--- src/hdl/dle_pkg.sv ---
// Package for the escape/end byte deframer.
// Holds register reset values, register indexes, the configuration struct and sizes.
// No dependencies.
`timescale 1ns / 1ps

package dle_pkg;

	localparam int DEF_MAX_PACKET = 1024;
	localparam int POS_W          = 10;
	localparam int NUM_W          = 16;
	localparam int CFG_ADDR_W     = 3;

	localparam logic [7:0] ESCAPE_RESET = 8'h10;
	localparam logic [7:0] END_RESET    = 8'h03;

	typedef enum logic {
		REG_ESCAPE = 1'b0,
		REG_END    = 1'b1
	} reg_idx_t;

	typedef enum logic {
		KIND_DATA = 1'b0,
		KIND_END  = 1'b1
	} kind_t;

	typedef struct packed {
		logic [7:0] escape_byte;
		logic [7:0] end_byte;
	} cfg_t;

endpackage

--- src/hdl/dle_if.sv ---
// Channel interfaces of the deframer: raw byte input and deframed result output.
// Each carries valid, ready and the payload; depends on nothing.
`timescale 1ns / 1ps

interface dle_in_if;
	logic       valid;
	logic       ready;
	logic [7:0] in_byte;

	modport source (output valid, output in_byte, input ready);
	modport sink   (input valid, input in_byte, output ready);
endinterface

interface dle_out_if;
	logic        valid;
	logic        ready;
	logic        kind;
	logic [7:0]  data_byte;
	logic [9:0]  position;
	logic        overflow;
	logic [9:0]  packet_size;
	logic [7:0]  packet_id;
	logic [7:0]  packet_subcode;
	logic [15:0] packet_number;

	modport source (output valid, output kind, output data_byte, output position,
		output overflow, output packet_size, output packet_id, output packet_subcode,
		output packet_number, input ready);
	modport sink   (input valid, input kind, input data_byte, input position,
		input overflow, input packet_size, input packet_id, input packet_subcode,
		input packet_number, output ready);
endinterface

--- src/hdl/dle_regs.sv ---
// APB register file of the deframer: escape byte and end byte.
// Depends on dle_pkg.
`timescale 1ns / 1ps

module dle_regs
	import dle_pkg::*;
(
	input  logic                  clk,
	input  logic                  arst_n,
	input  logic                  psel,
	input  logic                  penable,
	input  logic                  pwrite,
	input  logic [CFG_ADDR_W-1:0] paddr,
	input  logic [31:0]           pwdata,
	output logic [31:0]           prdata,
	output logic                  pready,
	output cfg_t                  cfg
);

	cfg_t     cfg_q;
	reg_idx_t idx;
	logic     wr_en;

	assign idx    = reg_idx_t'(paddr[2]);
	assign pready = 1'b1;
	assign wr_en  = psel && penable && pwrite && pready;
	assign cfg    = cfg_q;

	always_ff @(posedge clk or negedge arst_n) begin
		if (!arst_n) begin
			cfg_q.escape_byte <= ESCAPE_RESET;
			cfg_q.end_byte    <= END_RESET;
		end else if (wr_en) begin
			case (idx)
				REG_ESCAPE: cfg_q.escape_byte <= pwdata[7:0];
				REG_END:    cfg_q.end_byte    <= pwdata[7:0];
				default:    cfg_q             <= cfg_q;
			endcase
		end
	end

	always_comb begin
		case (idx)
			REG_ESCAPE: prdata = {24'd0, cfg_q.escape_byte};
			REG_END:    prdata = {24'd0, cfg_q.end_byte};
			default:    prdata = 32'd0;
		endcase
	end

endmodule

--- src/hdl/dle_etx_deframer.sv ---
// Top level of the escape/end byte deframer.
// Depends on dle_pkg, dle_if (dle_in_if, dle_out_if) and dle_regs.
`timescale 1ns / 1ps

// One raw byte is taken per cycle unless the output is stalled; each byte is decoded against
// the escape flag and the fill count in a single pass and its result, if any, is registered
// in the output register on acceptance. An escape byte gives no result, a data byte gives a
// data word with its position, and escape followed by the end byte gives an end-of-packet
// word with size, first two bytes and a wrapping packet number. The input is ready whenever
// the output register is empty or being taken, so the block sustains one byte per cycle.
// Positions wrap to zero after MAX_PACKET data bytes; the overflow flag marks the last one.
module dle_etx_deframer
	import dle_pkg::*;
#(
	parameter int MAX_PACKET = DEF_MAX_PACKET
) (
	input  logic                  clk,
	input  logic                  arst_n,
	input  logic                  psel,
	input  logic                  penable,
	input  logic                  pwrite,
	input  logic [CFG_ADDR_W-1:0] paddr,
	input  logic [31:0]           pwdata,
	output logic [31:0]           prdata,
	output logic                  pready,
	dle_in_if.sink                in_ch,
	dle_out_if.source             out_ch
);

	localparam int CW = $clog2(MAX_PACKET);
	localparam int XW = (CW > POS_W) ? CW : POS_W;
	localparam logic [CW-1:0] LAST_POS = CW'(MAX_PACKET - 1);

	cfg_t cfg;

	dle_regs u_regs (
		.clk     (clk),
		.arst_n  (arst_n),
		.psel    (psel),
		.penable (penable),
		.pwrite  (pwrite),
		.paddr   (paddr),
		.pwdata  (pwdata),
		.prdata  (prdata),
		.pready  (pready),
		.cfg     (cfg)
	);

	logic             esc_q;
	logic [CW-1:0]    fill_q;
	logic [7:0]       first_q;
	logic [7:0]       second_q;
	logic [NUM_W-1:0] closed_q;
	logic             out_valid_q;

	logic [7:0]       b;
	logic             in_fire;
	logic             is_end;
	logic             is_esc;
	logic             is_data;
	logic             wrap;
	logic [XW-1:0]    fill_x;
	logic [NUM_W-1:0] closed_inc;

	assign b          = in_ch.in_byte;
	assign in_ch.ready = !out_valid_q || out_ch.ready;
	assign in_fire    = in_ch.valid && in_ch.ready;
	assign is_end     = esc_q && (b == cfg.end_byte);
	assign is_esc     = !esc_q && (b == cfg.escape_byte);
	assign is_data    = !is_end && !is_esc;
	assign wrap       = (fill_q == LAST_POS);
	assign fill_x     = XW'(fill_q);
	assign closed_inc = closed_q + NUM_W'(1);

	// state update
	always_ff @(posedge clk or negedge arst_n) begin
		if (!arst_n) begin
			esc_q    <= 1'b0;
			fill_q   <= '0;
			first_q  <= 8'd0;
			second_q <= 8'd0;
			closed_q <= '0;
		end else if (in_fire) begin
			esc_q <= is_esc;
			if (is_end) begin
				closed_q <= closed_inc;
				fill_q   <= '0;
			end else if (is_data) begin
				if (fill_q == CW'(0)) first_q <= b;
				if (fill_q == CW'(1)) second_q <= b;
				fill_q <= wrap ? '0 : fill_q + CW'(1);
			end
		end
	end

	always_ff @(posedge clk or negedge arst_n) begin
		if (!arst_n) begin
			out_valid_q <= 1'b0;
		end else if (in_fire) begin
			out_valid_q <= !is_esc;
		end else if (out_ch.ready) begin
			out_valid_q <= 1'b0;
		end
	end

	// result register
	always_ff @(posedge clk) begin
		if (in_fire && !is_esc) begin
			out_ch.kind           <= is_end ? KIND_END : KIND_DATA;
			out_ch.data_byte      <= is_end ? 8'd0 : b;
			out_ch.position       <= is_end ? '0 : fill_x[POS_W-1:0];
			out_ch.overflow       <= !is_end && wrap;
			out_ch.packet_size    <= is_end ? fill_x[POS_W-1:0] : '0;
			out_ch.packet_id      <= is_end ? first_q : 8'd0;
			out_ch.packet_subcode <= is_end ? second_q : 8'd0;
			out_ch.packet_number  <= is_end ? closed_inc : '0;
		end
	end

	assign out_ch.valid = out_valid_q;

endmodule

--- src/flat_wrapper.sv ---
// flat-port wrapper written by rule: the top's interface ports become plain ports
module dle_etx_deframer_flat import dle_pkg::*;
#(
	parameter int MAX_PACKET = DEF_MAX_PACKET
)
  (clk, arst_n, psel, penable, pwrite, paddr, pwdata, prdata, pready, in_ch_valid, in_ch_in_byte, in_ch_ready, out_ch_valid, out_ch_kind, out_ch_data_byte, out_ch_position, out_ch_overflow, out_ch_packet_size, out_ch_packet_id, out_ch_packet_subcode, out_ch_packet_number, out_ch_ready);
  dle_in_if in_ch_i ();
  dle_out_if out_ch_i ();
  input  logic clk;
  input  logic arst_n;
  input  logic psel;
  input  logic penable;
  input  logic pwrite;
  input  logic [CFG_ADDR_W-1:0] paddr;
  input  logic [31:0] pwdata;
  output logic [31:0] prdata;
  output logic pready;
  input wire logic [$bits(in_ch_i.valid)-1:0] in_ch_valid;
  input wire logic [$bits(in_ch_i.in_byte)-1:0] in_ch_in_byte;
  output wire logic [$bits(in_ch_i.ready)-1:0] in_ch_ready;
  output wire logic [$bits(out_ch_i.valid)-1:0] out_ch_valid;
  output wire logic [$bits(out_ch_i.kind)-1:0] out_ch_kind;
  output wire logic [$bits(out_ch_i.data_byte)-1:0] out_ch_data_byte;
  output wire logic [$bits(out_ch_i.position)-1:0] out_ch_position;
  output wire logic [$bits(out_ch_i.overflow)-1:0] out_ch_overflow;
  output wire logic [$bits(out_ch_i.packet_size)-1:0] out_ch_packet_size;
  output wire logic [$bits(out_ch_i.packet_id)-1:0] out_ch_packet_id;
  output wire logic [$bits(out_ch_i.packet_subcode)-1:0] out_ch_packet_subcode;
  output wire logic [$bits(out_ch_i.packet_number)-1:0] out_ch_packet_number;
  input wire logic [$bits(out_ch_i.ready)-1:0] out_ch_ready;
  assign in_ch_i.valid = in_ch_valid;
  assign in_ch_i.in_byte = in_ch_in_byte;
  assign in_ch_ready = in_ch_i.ready;
  assign out_ch_valid = out_ch_i.valid;
  assign out_ch_kind = out_ch_i.kind;
  assign out_ch_data_byte = out_ch_i.data_byte;
  assign out_ch_position = out_ch_i.position;
  assign out_ch_overflow = out_ch_i.overflow;
  assign out_ch_packet_size = out_ch_i.packet_size;
  assign out_ch_packet_id = out_ch_i.packet_id;
  assign out_ch_packet_subcode = out_ch_i.packet_subcode;
  assign out_ch_packet_number = out_ch_i.packet_number;
  assign out_ch_i.ready = out_ch_ready;
  dle_etx_deframer #(.MAX_PACKET(MAX_PACKET)) u_core (.clk(clk), .arst_n(arst_n), .psel(psel), .penable(penable), .pwrite(pwrite), .paddr(paddr), .pwdata(pwdata), .prdata(prdata), .pready(pready), .in_ch(in_ch_i), .out_ch(out_ch_i));
endmodule
--- config.mk ---
export PLATFORM = sky130hd
export DESIGN_NAME = dle_etx_deframer_flat
export DESIGN_NICKNAME = d
export VERILOG_FILES = /design/src/hdl/dle_pkg.sv /design/src/hdl/dle_if.sv /design/src/hdl/dle_regs.sv /design/src/hdl/dle_etx_deframer.sv /design/src/flat_wrapper.sv
export SDC_FILE = /design/constraint.sdc
export NUM_CORES = 1
export LEC_CHECK = 0
export ABC_AREA = 0
export BUFFER_PORTS_ARGS = -buffer_cell sky130_fd_sc_hd__buf_4
export CAP_MARGIN = 30
export CORE_MARGIN = 2
export CORE_UTILIZATION = 50
export DETAILED_ROUTE_END_ITERATION = 6
export GPL_ROUTABILITY_DRIVEN = 0
export PLACE_DENSITY = 0.77
export REMOVE_ABC_BUFFERS = 1
export SETUP_SLACK_MARGIN = 0.5
export SYNTH_ARGS = -nofsm -noshare
export SYNTH_HDL_FRONTEND = slang
export SYNTH_SLANG_ARGS = --single-unit
--- constraint.sdc ---
create_clock -name clk -period 5.8 [get_ports clk]
set_input_delay 1.16 -clock clk [delete_from_list [all_inputs] [get_ports clk]]
set_output_delay 1.16 -clock clk [all_outputs]
set_load 0.01 [all_outputs]
==> run metrics <==
crit-path cells=buf_4 > nand2b_1 > nand2_1 > a31o_2 > inv_2 > buf_4 > o21ai_0 > a22o_1; CTS root buf=clkbuf_8; Max Cap Viol=0; async set-or-reset flop fraction in the synthesized netlist=between 40% and 50%; Max-slew headroom=38.9%; Post-Route WL=about 10000 microns; slowest stage delay, CP=between 0.7 and 0.8 ns; clk_skew=~0.0082 ns; CTS Sinks=122; Post-CTS Setup Bufs=0; max layer used=met4; row cnt=38; HP Class=flop to flop; Final Hold Fails=0; Power Density=about 360 nW/um^2; initial drt markers=between 150 and 200; core area=between 10000 and 15000 sq um; reg-to-reg slack, setup=3.11 ns; dominant cell type by area after synthesis=edfxtp_1; final antenna-violating net count=0; IO Count=approximately 150; Worst-Skew Late Latency=0.52 ns; Syn Inst Count=419; clock-pin slew on the worst setup and hold paths=0.06 ns; RSZ-0062 raised after global routing=no; Worst setup SP type=primary input; worst slew pin tran=0.915 ns; first-pass iteration count of the detailed router=4; Die H=108 microns; PortBufs=95; sequential-to-total area share from yosys stat=roughly 62%; routed via count=3403; Slew Viols, Final=0; vias per cell=between 5 and 6; Reg-to-Reg End=u_core.fill_q[2]$_DFFE_PN0P_; cts repair resizes=0; grt ovf=0; final setup vio count=0; M1 WL=~4400 microns; reg2reg start=u_core.out_ch.valid$_DFFE_PN0P_; # hold bufs at CTS=0; Global Route Usage Sum=18.6%; H-tree levels=4; Yosys top cell area share=34.1%; Area Overhead vs Synth=25.9%; metal2 WL=between 5000 and 6000 microns; commonest non-fill, non-tap cells in the layout=buf_4 (98), edfxtp_1 (62), dfrtp_1 (57); most common cell after layout, fill and taps aside=buf_4; fill count=around 800; outcome=complete, no violations; Final Net Count=576; CP endpoint kind=flop; layout cells sized above 1=between 30% and 40%; Max Fclk=328 MHz; number of global-route vias before repair=between 3k and 4k; Post-Syn Area=5460 sq um; crit path max fanout=44; CP Capture Point=u_core.fill_q[2]$_DFFE_PN0P_; drt wl/cell=15.3 microns; slowest CP cell=inv_2; initial antenna violation count=0; unique cell type count in the Yosys netlist=37; CTS tree=done; LEAKAGE=2.91 nW; setup TNS=0 ns; Ant. Diodes=0; cell repeated most along the worst path=buf_4; pin count of the biggest net entering global routing=slightly above 60; first-pass GRT wire length=between 15000 and 20000 microns; Longest Clk Path Bufs=2; top cells by area, synth=edfxtp_1 (34%), dfrtp_1 (26%), mux2_2 (8.5%); WS Path Type=primary input to flop; Min Hold Slack=around 0.49 ns; critical path data required time=between 6 and 7 ns; Tot Pwr=approximately 0.0025 W; Post-synth EDFFs=between 60 and 70; initial core utilization=around half; dpl hpwl=between 6000 and 7000 microns; Worst Setup SP=out_ch_ready; ys flop type=edfxtp_1; Worst Reg2Reg Path Length in Cells=7; mean post-synth cell area=approximately 13 sq um; Synth Warn #=0; Peak VDD IR=between 0.15 and 0.2 mV; Residual DRC=0; Die W=between 100 and 150 microns; met3 wire len=between 500 and 600 microns; Seq cells post-synth=roughly 120; CTS buffer count=17; CP arrival=approximately 3.5 ns; die area=11800 sq um; share of the clock period used by the worst path=a little over half; Tmin final=approximately 3 ns
flip-flops by register name, indices dropped and copies added, names as in the netlist, 10 cells and up:
signal                       flops
u_core.closed_q                 16
u_core.fill_q                   10
u_core.out_ch.packet_number     16
u_core.out_ch.packet_size       10
u_core.out_ch.position          10
u_core.u_regs.cfg               16
final cells by class:
class | instances | area [sq um] | share of cell area (%)
Sequential cell | 122 | 3370 | 49.0
Multi-Input combinational cell | 278 | 1930 | 28.1
Timing Repair Buffer | 98 | 736 | 10.7
Clock buffer | 19 | 422 | 6.14
Clock inverter | 13 | 224 | 3.26
Tap cell | 140 | 175 | 2.55
Inverter | 5 | 18.8 | 0.273
routing by layer:
metal,global-route usage (%),vias up
li1,-,1609
met1,23.1,1684
met2,29.8,99
met3,5.49,11
met4,8.61,0
met5,0,-
worst max-delay path: cells and delay by family:
kind	cells	cell delay, ns
AO/OA/AOI/OAI	3	0.71
buffers and inverters	3	1.21
AND/OR/NAND/NOR	2	0.36
through the flow:
stage	instance area, sq um	std cells	utilization (%)	worst slack [ns]
final	6870	675	64.0	2.75
after global placement	6230	643	58.0	2.26
after global routing	6870	675	64.0	2.54
after detailed placement	6230	643	58.0	2.21
after floorplan	5310	405	-	2.06
after CTS	6870	675	64.0	2.75
power breakdown:
| group | leakage [nW] | switching (W) | internal [W] |
|---|---|---|---|
| combinational | 1.23 | 0.000137 | 0.000147 |
| clock | 0.303 | 0.000361 | 0.000780 |
| sequential | 1.37 | 0.0000727 | 0.00101 |
| total | 2.91 | 0.000570 | 0.00193 |
cell families after synthesis:
group | share of synthesized area, %
AOI/OAI and AO/OA | 2.32
muxes | 8.66
adders and majority gates | 0.917
buffers and inverters | 4.65
xor gates and xnor gates | 7.22
other | 0.138
DFF | 61.7
and+or+nand+nor | 14.4
synthesized netlist by cell type (2+ instances only):
| cell type | n |
|---|---|
| a21oi_1 | 2 |
| a22o_1 | 7 |
| and2_1 | 43 |
| and3_1 | 8 |
| buf_2 | 2 |
| buf_4 | 25 |
| clkbuf_1 | 9 |
| conb_1 | 2 |
| dfrtp_1 | 57 |
| dfstp_2 | 3 |
| edfxtp_1 | 62 |
| ha_1 | 4 |
| inv_1 | 4 |
| mux2_2 | 41 |
| nand2_1 | 24 |
| nand3_1 | 9 |
| nand4_1 | 6 |
| nor2_1 | 32 |
| nor2b_1 | 3 |
| nor3_1 | 6 |
| nor4_1 | 3 |
| nor4_4 | 2 |
| o21ai_0 | 6 |
| or4_1 | 3 |
| xnor2_1 | 30 |
| xor2_1 | 15 |
worst min-delay path by stage:
stage,startpoint,to,slack (ns),cells past startpoint
after floorplan,u_core.second_q[7]$_DFFE_PN0P_,u_core.second_q[7]$_DFFE_PN0P_,0.45,1
after global placement,u_core.second_q[7]$_DFFE_PN0P_,u_core.second_q[7]$_DFFE_PN0P_,0.46,1
after detailed placement,u_core.second_q[7]$_DFFE_PN0P_,u_core.second_q[7]$_DFFE_PN0P_,0.48,1
after CTS,u_core.second_q[7]$_DFFE_PN0P_,u_core.second_q[7]$_DFFE_PN0P_,0.49,1
after global routing,u_core.second_q[7]$_DFFE_PN0P_,u_core.second_q[7]$_DFFE_PN0P_,0.50,1
final,u_core.second_q[7]$_DFFE_PN0P_,u_core.second_q[7]$_DFFE_PN0P_,0.49,1
Power figures use the tool's default switching activity.
